## config.mk

```make
export PLATFORM = sky130hd
export DESIGN_NAME = http_response_header_parser_flat
export DESIGN_NICKNAME = d
export VERILOG_FILES = /design/src/sv/hrhp_pkg.sv /design/src/sv/hrhp_in_if.sv /design/src/sv/hrhp_out_if.sv /design/src/sv/http_response_header_parser.sv /design/src/flat_wrapper.sv
export SDC_FILE = /design/constraint.sdc
export NUM_CORES = 1
export LEC_CHECK = 0
export ABC_AREA = 1
export BUFFER_PORTS_ARGS = -buffer_cell sky130_fd_sc_hd__buf_2
export CAP_MARGIN = 30
export CORE_MARGIN = 2
export CORE_UTILIZATION = 50
export DETAILED_ROUTE_END_ITERATION = 8
export PLACE_DENSITY_LB_ADDON = 0.1
export SETUP_SLACK_MARGIN = 0.3
export SYNTH_ARGS = -nofsm -noshare
export SYNTH_HDL_FRONTEND = slang
export SYNTH_SLANG_ARGS = --single-unit
```

## constraint.sdc

```tcl
create_clock -name clk -period 9.7 [get_ports clk]
set_input_delay 1.94 -clock clk [delete_from_list [all_inputs] [get_ports clk]]
set_output_delay 1.94 -clock clk [all_outputs]
set_load 0.01 [all_outputs]
```

## src/sv/hrhp_pkg.sv

```systemverilog
// Package with the types, codes and constants of the HTTP response header parser.
package hrhp_pkg;

  localparam int LENGTH_BITS = 40;
  localparam int CONTENT_BITS = 40;
  localparam int STATUS_BITS = 16;
  localparam int POS_BITS = 5;

  localparam logic [LENGTH_BITS-1:0] LENGTH_MAX = {LENGTH_BITS{1'b1}};
  localparam logic [POS_BITS-1:0] POS_MAX = {POS_BITS{1'b1}};

  localparam logic [7:0] BYTE_LF = 8'd10;
  localparam logic [7:0] BYTE_CR = 8'd13;

  localparam int STATUS_TEXT_LEN = 9;
  localparam int LENGTH_TEXT_LEN = 15;

  // Status line prefix; the minor version digit may also be a one.
  localparam logic [0:STATUS_TEXT_LEN-1][7:0] STATUS_TEXT = {
    8'h48, 8'h54, 8'h54, 8'h50, 8'h2F, 8'h31, 8'h2E, 8'h30, 8'h20
  };

  // Lower case header name including the colon.
  localparam logic [0:LENGTH_TEXT_LEN-1][7:0] LENGTH_TEXT = {
    8'h63, 8'h6F, 8'h6E, 8'h74, 8'h65, 8'h6E, 8'h74, 8'h2D,
    8'h6C, 8'h65, 8'h6E, 8'h67, 8'h74, 8'h68, 8'h3A
  };

  typedef enum logic [1:0] {
    MODE_PREFIX = 2'd0,
    MODE_NUMBER = 2'd1,
    MODE_IGNORE = 2'd2
  } line_mode_t;

  typedef enum logic [2:0] {
    ERR_NONE      = 3'd0,
    ERR_PROTOCOL  = 3'd1,
    ERR_STATUS    = 3'd2,
    ERR_LENGTH    = 3'd3,
    ERR_DUPLICATE = 3'd4
  } error_t;

  typedef struct packed {
    logic [POS_BITS-1:0]    line_position;
    line_mode_t             line_mode;
    logic [LENGTH_BITS-1:0] number_accumulator;
    logic                   digits_seen;
    logic [STATUS_BITS-1:0] status_register;
    logic [LENGTH_BITS-1:0] length_register;
    logic                   length_valid;
    error_t                 error_register;
    logic                   done_flag;
  } parse_state_t;

  localparam parse_state_t STATE_RESET = '{
    line_position:      '0,
    line_mode:          MODE_PREFIX,
    number_accumulator: '0,
    digits_seen:        1'b0,
    status_register:    '0,
    length_register:    '0,
    length_valid:       1'b0,
    error_register:     ERR_NONE,
    done_flag:          1'b0
  };

endpackage

```

## src/sv/hrhp_in_if.sv

```systemverilog
// Request channel interface carrying one byte of the response stream.
interface hrhp_in_if;
  logic       valid;
  logic       ready;
  logic [7:0] data_byte;
  logic       first_byte;

  modport source (output valid, output data_byte, output first_byte, input ready);
  modport sink (input valid, input data_byte, input first_byte, output ready);
endinterface

```

## src/sv/hrhp_out_if.sv

```systemverilog
// Result channel interface carrying the parser status after each byte.
interface hrhp_out_if;
  logic                              valid;
  logic                              ready;
  logic                              headers_done;
  logic [hrhp_pkg::STATUS_BITS-1:0]  status_code;
  logic [hrhp_pkg::CONTENT_BITS-1:0] content_length;
  logic                              length_known;
  logic [2:0]                        error_code;

  modport source (output valid, output headers_done, output status_code,
                  output content_length, output length_known, output error_code,
                  input ready);
  modport sink (input valid, input headers_done, input status_code,
                input content_length, input length_known, input error_code,
                output ready);
endinterface

```

## src/sv/http_response_header_parser.sv

```systemverilog
// Top level of the HTTP/1.x response header parser, one byte per request.
//
// The parser takes a response stream one byte per request and after every byte
// returns one result with the header status seen so far: headers_done, the final
// status code, the content length with its known flag, and a sticky error code.
// A request with first_byte set clears all parser state before its byte is used,
// starting a new response. Lines end at LF and a CR directly before the LF is
// dropped; an empty line ends the header block. The first line must start with
// "HTTP/1.0 " or "HTTP/1.1 " followed by a nonzero decimal status, and 1xx
// statuses are skipped. A "content-length:" line (any case) gives the length;
// numbers saturate. After an error or the end of the headers, bytes are ignored
// until the next first_byte. Timing: an accepted request is held in an input
// register and parsed into the state registers once the result slot is free;
// the state registers are also the result payload, and one request is taken
// every clock as long as results are taken. The rate is set by the state
// update loop: each byte's parse depends on the state left by the previous
// byte, and that update is done by combinational logic into those registers.
module http_response_header_parser (
  input  logic              clk,
  input  logic              rst,
  hrhp_in_if.sink           req,
  hrhp_out_if.source        rsp
);

  // Input register.
  logic       in_valid;
  logic [7:0] in_byte;
  logic       in_first;

  // Parser state; it also serves as the result register.
  hrhp_pkg::parse_state_t state;
  hrhp_pkg::parse_state_t state_next;
  logic                   last_was_cr;
  logic                   last_was_cr_next;
  logic                   out_valid;

  logic advance;

  function automatic logic is_space(input logic [7:0] c);
    return c == 8'h20 || c == 8'h09 || c == 8'h0B || c == 8'h0C ||
           c == hrhp_pkg::BYTE_CR || c == hrhp_pkg::BYTE_LF;
  endfunction

  // Closes a number field: the status while no final status is known, else a length.
  function automatic hrhp_pkg::parse_state_t finish_number(
    input hrhp_pkg::parse_state_t s,
    input logic                   ended_well
  );
    hrhp_pkg::parse_state_t n;
    logic [hrhp_pkg::LENGTH_BITS-1:0] v;
    n = s;
    v = s.number_accumulator;
    n.line_mode = hrhp_pkg::MODE_IGNORE;
    if (s.status_register == '0) begin
      if (!ended_well || v == '0) begin
        n.error_register = hrhp_pkg::ERR_STATUS;
      end else if (!(v >= hrhp_pkg::LENGTH_BITS'(100) && v < hrhp_pkg::LENGTH_BITS'(200))) begin
        if (v > hrhp_pkg::LENGTH_BITS'(16'hFFFF)) begin
          n.status_register = '1;
        end else begin
          n.status_register = v[hrhp_pkg::STATUS_BITS-1:0];
        end
      end
    end else begin
      if (!ended_well) begin
        n.error_register = hrhp_pkg::ERR_LENGTH;
      end else if (s.length_valid && v != s.length_register) begin
        n.error_register = hrhp_pkg::ERR_DUPLICATE;
      end else begin
        n.length_register = v;
        n.length_valid = 1'b1;
      end
    end
    return n;
  endfunction

  // Parses one ordinary (non-LF) byte.
  function automatic hrhp_pkg::parse_state_t take_char(
    input hrhp_pkg::parse_state_t s,
    input logic [7:0]             c
  );
    hrhp_pkg::parse_state_t n;
    logic [7:0] lc;
    logic [hrhp_pkg::LENGTH_BITS+3:0] wide;
    logic [3:0] idx;
    n = s;
    idx = s.line_position[3:0];
    lc = (c >= 8'h41 && c <= 8'h5A) ? c + 8'd32 : c;
    wide = ({4'b0, s.number_accumulator} << 3) + ({4'b0, s.number_accumulator} << 1) +
           (hrhp_pkg::LENGTH_BITS+4)'(c[3:0]);
    if (s.error_register != hrhp_pkg::ERR_NONE || s.done_flag) begin
      return n;
    end
    if (s.line_mode == hrhp_pkg::MODE_PREFIX) begin
      if (s.status_register == '0) begin
        if (s.line_position > 5'd8) begin
          n.line_mode = hrhp_pkg::MODE_IGNORE;
        end else if (c == hrhp_pkg::STATUS_TEXT[idx] ||
                     (s.line_position == 5'd7 && c == 8'h31)) begin
          if (s.line_position == 5'd8) begin
            n.line_mode = hrhp_pkg::MODE_NUMBER;
          end
        end else begin
          // A broken status line stops here without counting the byte.
          n.error_register = hrhp_pkg::ERR_PROTOCOL;
          return n;
        end
      end else begin
        if (s.line_position > 5'd14 || lc != hrhp_pkg::LENGTH_TEXT[idx]) begin
          n.line_mode = hrhp_pkg::MODE_IGNORE;
        end else if (s.line_position == 5'd14) begin
          n.line_mode = hrhp_pkg::MODE_NUMBER;
        end
      end
    end else if (s.line_mode == hrhp_pkg::MODE_NUMBER) begin
      if (c >= 8'h30 && c <= 8'h39) begin
        // Saturating multiply by ten plus the digit.
        if (wide > {4'b0, hrhp_pkg::LENGTH_MAX}) begin
          n.number_accumulator = hrhp_pkg::LENGTH_MAX;
        end else begin
          n.number_accumulator = wide[hrhp_pkg::LENGTH_BITS-1:0];
        end
        n.digits_seen = 1'b1;
      end else if (!(!s.digits_seen && is_space(c))) begin
        n = finish_number(n, is_space(c));
      end
    end
    if (s.line_position < hrhp_pkg::POS_MAX) begin
      n.line_position = s.line_position + 5'd1;
    end
    return n;
  endfunction

  // Handles a line feed: an empty line ends the headers.
  function automatic hrhp_pkg::parse_state_t end_line(input hrhp_pkg::parse_state_t s);
    hrhp_pkg::parse_state_t n;
    n = s;
    if (s.line_position == '0) begin
      n.done_flag = 1'b1;
    end else if (s.line_mode == hrhp_pkg::MODE_PREFIX && s.status_register == '0) begin
      n.error_register = hrhp_pkg::ERR_PROTOCOL;
    end else if (s.line_mode == hrhp_pkg::MODE_NUMBER) begin
      n = finish_number(s, 1'b1);
    end
    n.line_position = '0;
    n.line_mode = hrhp_pkg::MODE_PREFIX;
    n.number_accumulator = '0;
    n.digits_seen = 1'b0;
    return n;
  endfunction

  // The parse stage advances when a byte is held and the result slot is free.
  assign advance   = in_valid && (!out_valid || rsp.ready);
  assign req.ready = !in_valid || advance;

  always_ff @(posedge clk) begin
    if (rst) begin
      in_valid <= 1'b0;
    end else if (req.ready) begin
      in_valid <= req.valid;
    end
    if (req.ready && req.valid) begin
      in_byte  <= req.data_byte;
      in_first <= req.first_byte;
    end
  end

  // Next state for the held byte. A CR is kept back one byte: if an LF follows it
  // is dropped, otherwise it is parsed as an ordinary byte ahead of the new one.
  always_comb begin
    hrhp_pkg::parse_state_t s;
    logic cr;
    s  = in_first ? hrhp_pkg::STATE_RESET : state;
    cr = in_first ? 1'b0 : last_was_cr;
    if (s.error_register == hrhp_pkg::ERR_NONE && !s.done_flag) begin
      if (in_byte == hrhp_pkg::BYTE_LF) begin
        cr = 1'b0;
        s  = end_line(s);
      end else begin
        if (cr) begin
          cr = 1'b0;
          s  = take_char(s, hrhp_pkg::BYTE_CR);
        end
        if (s.error_register == hrhp_pkg::ERR_NONE) begin
          if (in_byte == hrhp_pkg::BYTE_CR) begin
            cr = 1'b1;
          end else begin
            s = take_char(s, in_byte);
          end
        end
      end
    end
    state_next       = s;
    last_was_cr_next = cr;
  end

  always_ff @(posedge clk) begin
    if (rst) begin
      state       <= hrhp_pkg::STATE_RESET;
      last_was_cr <= 1'b0;
      out_valid   <= 1'b0;
    end else begin
      if (advance) begin
        state       <= state_next;
        last_was_cr <= last_was_cr_next;
        out_valid   <= 1'b1;
      end else if (rsp.ready) begin
        out_valid <= 1'b0;
      end
    end
  end

  // The state only changes when a new result is loaded, so it drives the payload.
  assign rsp.valid          = out_valid;
  assign rsp.headers_done   = state.done_flag;
  assign rsp.status_code    = state.status_register;
  assign rsp.content_length = hrhp_pkg::CONTENT_BITS'(state.length_register);
  assign rsp.length_known   = state.length_valid;
  assign rsp.error_code     = state.error_register;

endmodule
```

## src/flat_wrapper.sv

```systemverilog
// flat-port wrapper written by rule: the top's interface ports become plain ports
module http_response_header_parser_flat 
  (clk, rst, req_valid, req_data_byte, req_first_byte, req_ready, rsp_valid, rsp_headers_done, rsp_status_code, rsp_content_length, rsp_length_known, rsp_error_code, rsp_ready);
  hrhp_in_if req_i ();
  hrhp_out_if rsp_i ();
  input  logic clk;
  input  logic rst;
  input wire logic [$bits(req_i.valid)-1:0] req_valid;
  input wire logic [$bits(req_i.data_byte)-1:0] req_data_byte;
  input wire logic [$bits(req_i.first_byte)-1:0] req_first_byte;
  output wire logic [$bits(req_i.ready)-1:0] req_ready;
  output wire logic [$bits(rsp_i.valid)-1:0] rsp_valid;
  output wire logic [$bits(rsp_i.headers_done)-1:0] rsp_headers_done;
  output wire logic [$bits(rsp_i.status_code)-1:0] rsp_status_code;
  output wire logic [$bits(rsp_i.content_length)-1:0] rsp_content_length;
  output wire logic [$bits(rsp_i.length_known)-1:0] rsp_length_known;
  output wire logic [$bits(rsp_i.error_code)-1:0] rsp_error_code;
  input wire logic [$bits(rsp_i.ready)-1:0] rsp_ready;
  assign req_i.valid = req_valid;
  assign req_i.data_byte = req_data_byte;
  assign req_i.first_byte = req_first_byte;
  assign req_ready = req_i.ready;
  assign rsp_valid = rsp_i.valid;
  assign rsp_headers_done = rsp_i.headers_done;
  assign rsp_status_code = rsp_i.status_code;
  assign rsp_content_length = rsp_i.content_length;
  assign rsp_length_known = rsp_i.length_known;
  assign rsp_error_code = rsp_i.error_code;
  assign rsp_i.ready = rsp_ready;
  http_response_header_parser u_core (.clk(clk), .rst(rst), .req(req_i), .rsp(rsp_i));
endmodule
```

==> impl_results.md <==
* Die width at 181 µm
* Die area at 32,600 µm²
* Clock Sinks at 121
* Final setup fails at 0
* Chip height at 181 µm
* Initial Utilization at 0.509
* Register area share after synthesis at 0.161
* I/O Buffers at 75
* Commonest cells after routing, fill and taps aside: nand2_1 (609), a21oi_1 (353), o21ai_0 (269)
* FMAX at 0.151 GHz
* Largest net degree at the start of global routing at 81
* Hold Crit Class: flip-flop to flip-flop
* Number of library cell types mapped by synthesis at 57
* Post-CTS sizing at 0
* # IOs at 76
* Average via count per standard cell at 6.50
* Final WL at 68.1 mm
* Root Buffer: clkbuf_16
* Antenna-violating nets left at 0
* Reg2reg end: u_core.state[69]$_SDFFE_PP0P_
* Post-synth EDFFs at 9
* Run status: finished clean
* Synthesis Warnings at 0
* Setup TNS at 0 ps
* CP Capture Type: flip-flop
* Layout cells sized above 1 at 0.0846
* Pleak at 7.52 nW
* ANT cells at 0
* HPWL Detailed at 48.5 mm
* Fin Hold WS at 484 ps
* Worst R2R Setup Slack at 3080 ps
* Clock skew at 14.8 ps
* WL per Instance at 22.8 µm
* Mean Syn Cell Area at 5.88 µm²
* CTS H-Tree Depth at 4
* CP startpoint: u_core.in_first$_DFFE_PP_
* Worst Max-Slew Pin Slew at 1090 ps
* Sequential cell area at 2510 µm²
* Row count at 64
* WP data required at 10,040 ps
* Total gr overflow at 0
* Fraction of registers with async set or reset after synthesis at 0
* CTS buffer count at 17
* Worst reg2reg path depth at 22
* Post-Syn Area at 15,600 µm²
* Final period utilization at 0.682
* Critical path arrival at 6950 ps
* CTS tree: done
* Post-CTS Setup Inserts at 0
* Initial antenna violation count at 0
* Post-synthesis register bit count at 121
* Post-synth top area share at 0.147
* RSZ-0062 raised after global routing: false
* Pwr/cell area at 119 nW/µm²
* Worst setup path end: u_core.state[69]$_SDFFE_PP0P_
* Worst relative slew slack at 0.269
* Core ar. at 30,700 µm²
* Vias in the first global route at 17,800
* Top post-synthesis cells by area: nand2_1 (15%), dfxtp_1 (14%), a21oi_1 (11%)
* CTS Hold Bufs at 0
* Most used DFF post-synth: dfxtp_1
* Hold Vio Cnt, Final at 0
* Max-Cap Viols at 0
* Cell taking the most area after synthesis: nand2_1
* Bufs on Longest Clock Path at 2
* Setup CP Type: flip-flop to flip-flop
* Max VDD drop at 129 µV
* Crit start category: flip-flop
* P&R area growth vs syn at 4.08%
* Iteration-0 DRC count of the detailed router at 2,881
* Worst skew pair latency at 460 ps
* Global-route wire length before repair at 104 mm
* Nets at 2,679
* Syn Nets at 2,755
* CP max FO at 44
* Worst R2R Start: u_core.in_first$_DFFE_PP_
* Most common cell after layout, fill and taps aside: nand2_1
* Mapped Cells at 2,653
* Clock transition at path regs at 70 ps
* Gr usage total at 0.405
* Fillers at 3,322
* DR pass1 iterations at 7
* # DRC at 0
* Routability Congestion at 1.01
* Slew Limit Fails at 0
* Via count at 19,400
* Min Tclk post-route at 6620 ps
* Area of the multi-input gates at 11,000 µm²
==> per-layer routing <==
metal | global-route usage | vias up | wire [µm]
li1 | - | 8854 | -
met4 | 0.165 | 0 | 2370
met5 | 0 | - | 0
met3 | 0.0994 | 189 | 8780
met1 | 0.551 | 9027 | 27500
met2 | 0.609 | 1330 | 29400
==> registers in the layout, summed over array words and instances (netlist names), 3 cells and up <==
| register | flops |
|---|---|
| u_core.rsp.content_length | 40 |
| u_core.rsp.status_code | 16 |
| u_core.state | 48 |
| u_core.in_byte | 8 |
| u_core.rsp.error_code | 3 |
==> power breakdown <==
group          total [mW]  internal, mW  switching [mW]
logic               0.678         0.184           0.494
registers           0.572         0.537          0.0352
clock network       0.681         0.410           0.271
total                1.93          1.13           0.800
==> cell usage after synthesis, types with 34 or more instances <==
library cell    n
clkbuf_1       97
inv_1         255
nand2_1       611
buf_4          64
ha_1           87
o21ai_1        34
o211ai_1       79
nand4_1        36
a221oi_1       37
dfxtp_1       112
o21ai_0       269
nand3_1       132
nor2_1        208
a21oi_1       353
==> per-stage QoR <==
| step | instances | power, mW | setup WS (ps) | util | cell area [µm²] |
|---|---|---|---|---|---|
| 2_1_floorplan | 2653 | 1.05 | 5480 | - | 15600 |
| 5_1_grt | 2984 | 2.01 | 2780 | 0.530 | 16200 |
| 4_1_cts | 2984 | 1.90 | 3330 | 0.530 | 16200 |
| 3_5_place_dp | 2954 | 1.23 | 3340 | 0.510 | 15700 |
| 6_report | 2984 | 1.93 | 3080 | 0.530 | 16200 |
| 3_3_place_gp | 2953 | 1.23 | 3320 | 0.510 | 15600 |
==> how the worst min path moves through the flow <==
| stage | to | slack [ps] | from | cells after the start |
|---|---|---|---|---|
| floorplan | u_core.rsp.content_length[2]$_SDFFE_PP0P_ | 460 | u_core.rsp.content_length[2]$_SDFFE_PP0P_ | 2 |
| global placement | u_core.rsp.content_length[2]$_SDFFE_PP0P_ | 470 | u_core.rsp.content_length[2]$_SDFFE_PP0P_ | 2 |
| detailed placement | u_core.rsp.content_length[2]$_SDFFE_PP0P_ | 470 | u_core.rsp.content_length[2]$_SDFFE_PP0P_ | 2 |
| CTS | u_core.rsp.content_length[2]$_SDFFE_PP0P_ | 480 | u_core.rsp.content_length[2]$_SDFFE_PP0P_ | 2 |
| global route | u_core.rsp.content_length[2]$_SDFFE_PP0P_ | 510 | u_core.rsp.content_length[2]$_SDFFE_PP0P_ | 2 |
| finish | u_core.rsp.content_length[2]$_SDFFE_PP0P_ | 480 | u_core.rsp.content_length[2]$_SDFFE_PP0P_ | 2 |
==> final cells by class <==
cell class / count / area share
inverter: 280 / 0.0653
tap: 396 / 0.0305
clock buffer: 23 / 0.0307
sequential: 121 / 0.155
timing repair buffer: 98 / 0.0350
clock inverter: 7 / 0.00562
multi-input combinational: 2059 / 0.678
==> worst max-delay path, cell delays in order (launching register included) <==
cell and delay [ps]:
edfxtp_1 350, buf_4 180, inv_4 430, buf_4 560, nand2_1 300, inv_1 360
ha_1 300, ha_1 350, a21oi_1 200, o21ai_0 120, a21oi_1 140, nand3_1 210
a21oi_1 410, o21ai_0 260, nand3_1 120, nand2_1 50, nor2_1 100, buf_4 190
nand2_1 540, nor2_2 590, o21ai_0 320, o211ai_1 230, a21oi_1 100
==> kinds of logic (layout without fill, tap and decap cells) <==
kind of cell               Yosys count  count (layout)  share of synthesized area
AOI/OAI and AO/OA                  869             869                      0.315
and+or+nand+nor                   1062            1062                      0.293
DFF                                121             121                      0.161
adders and majority gates           89              89                     0.0723
buffers and inverters              473             408                      0.137
xor gates and xnor gates            38              38                     0.0213
muxes                                1               1                   0.000641
Note: power is estimated with default switching activity, not from simulation.
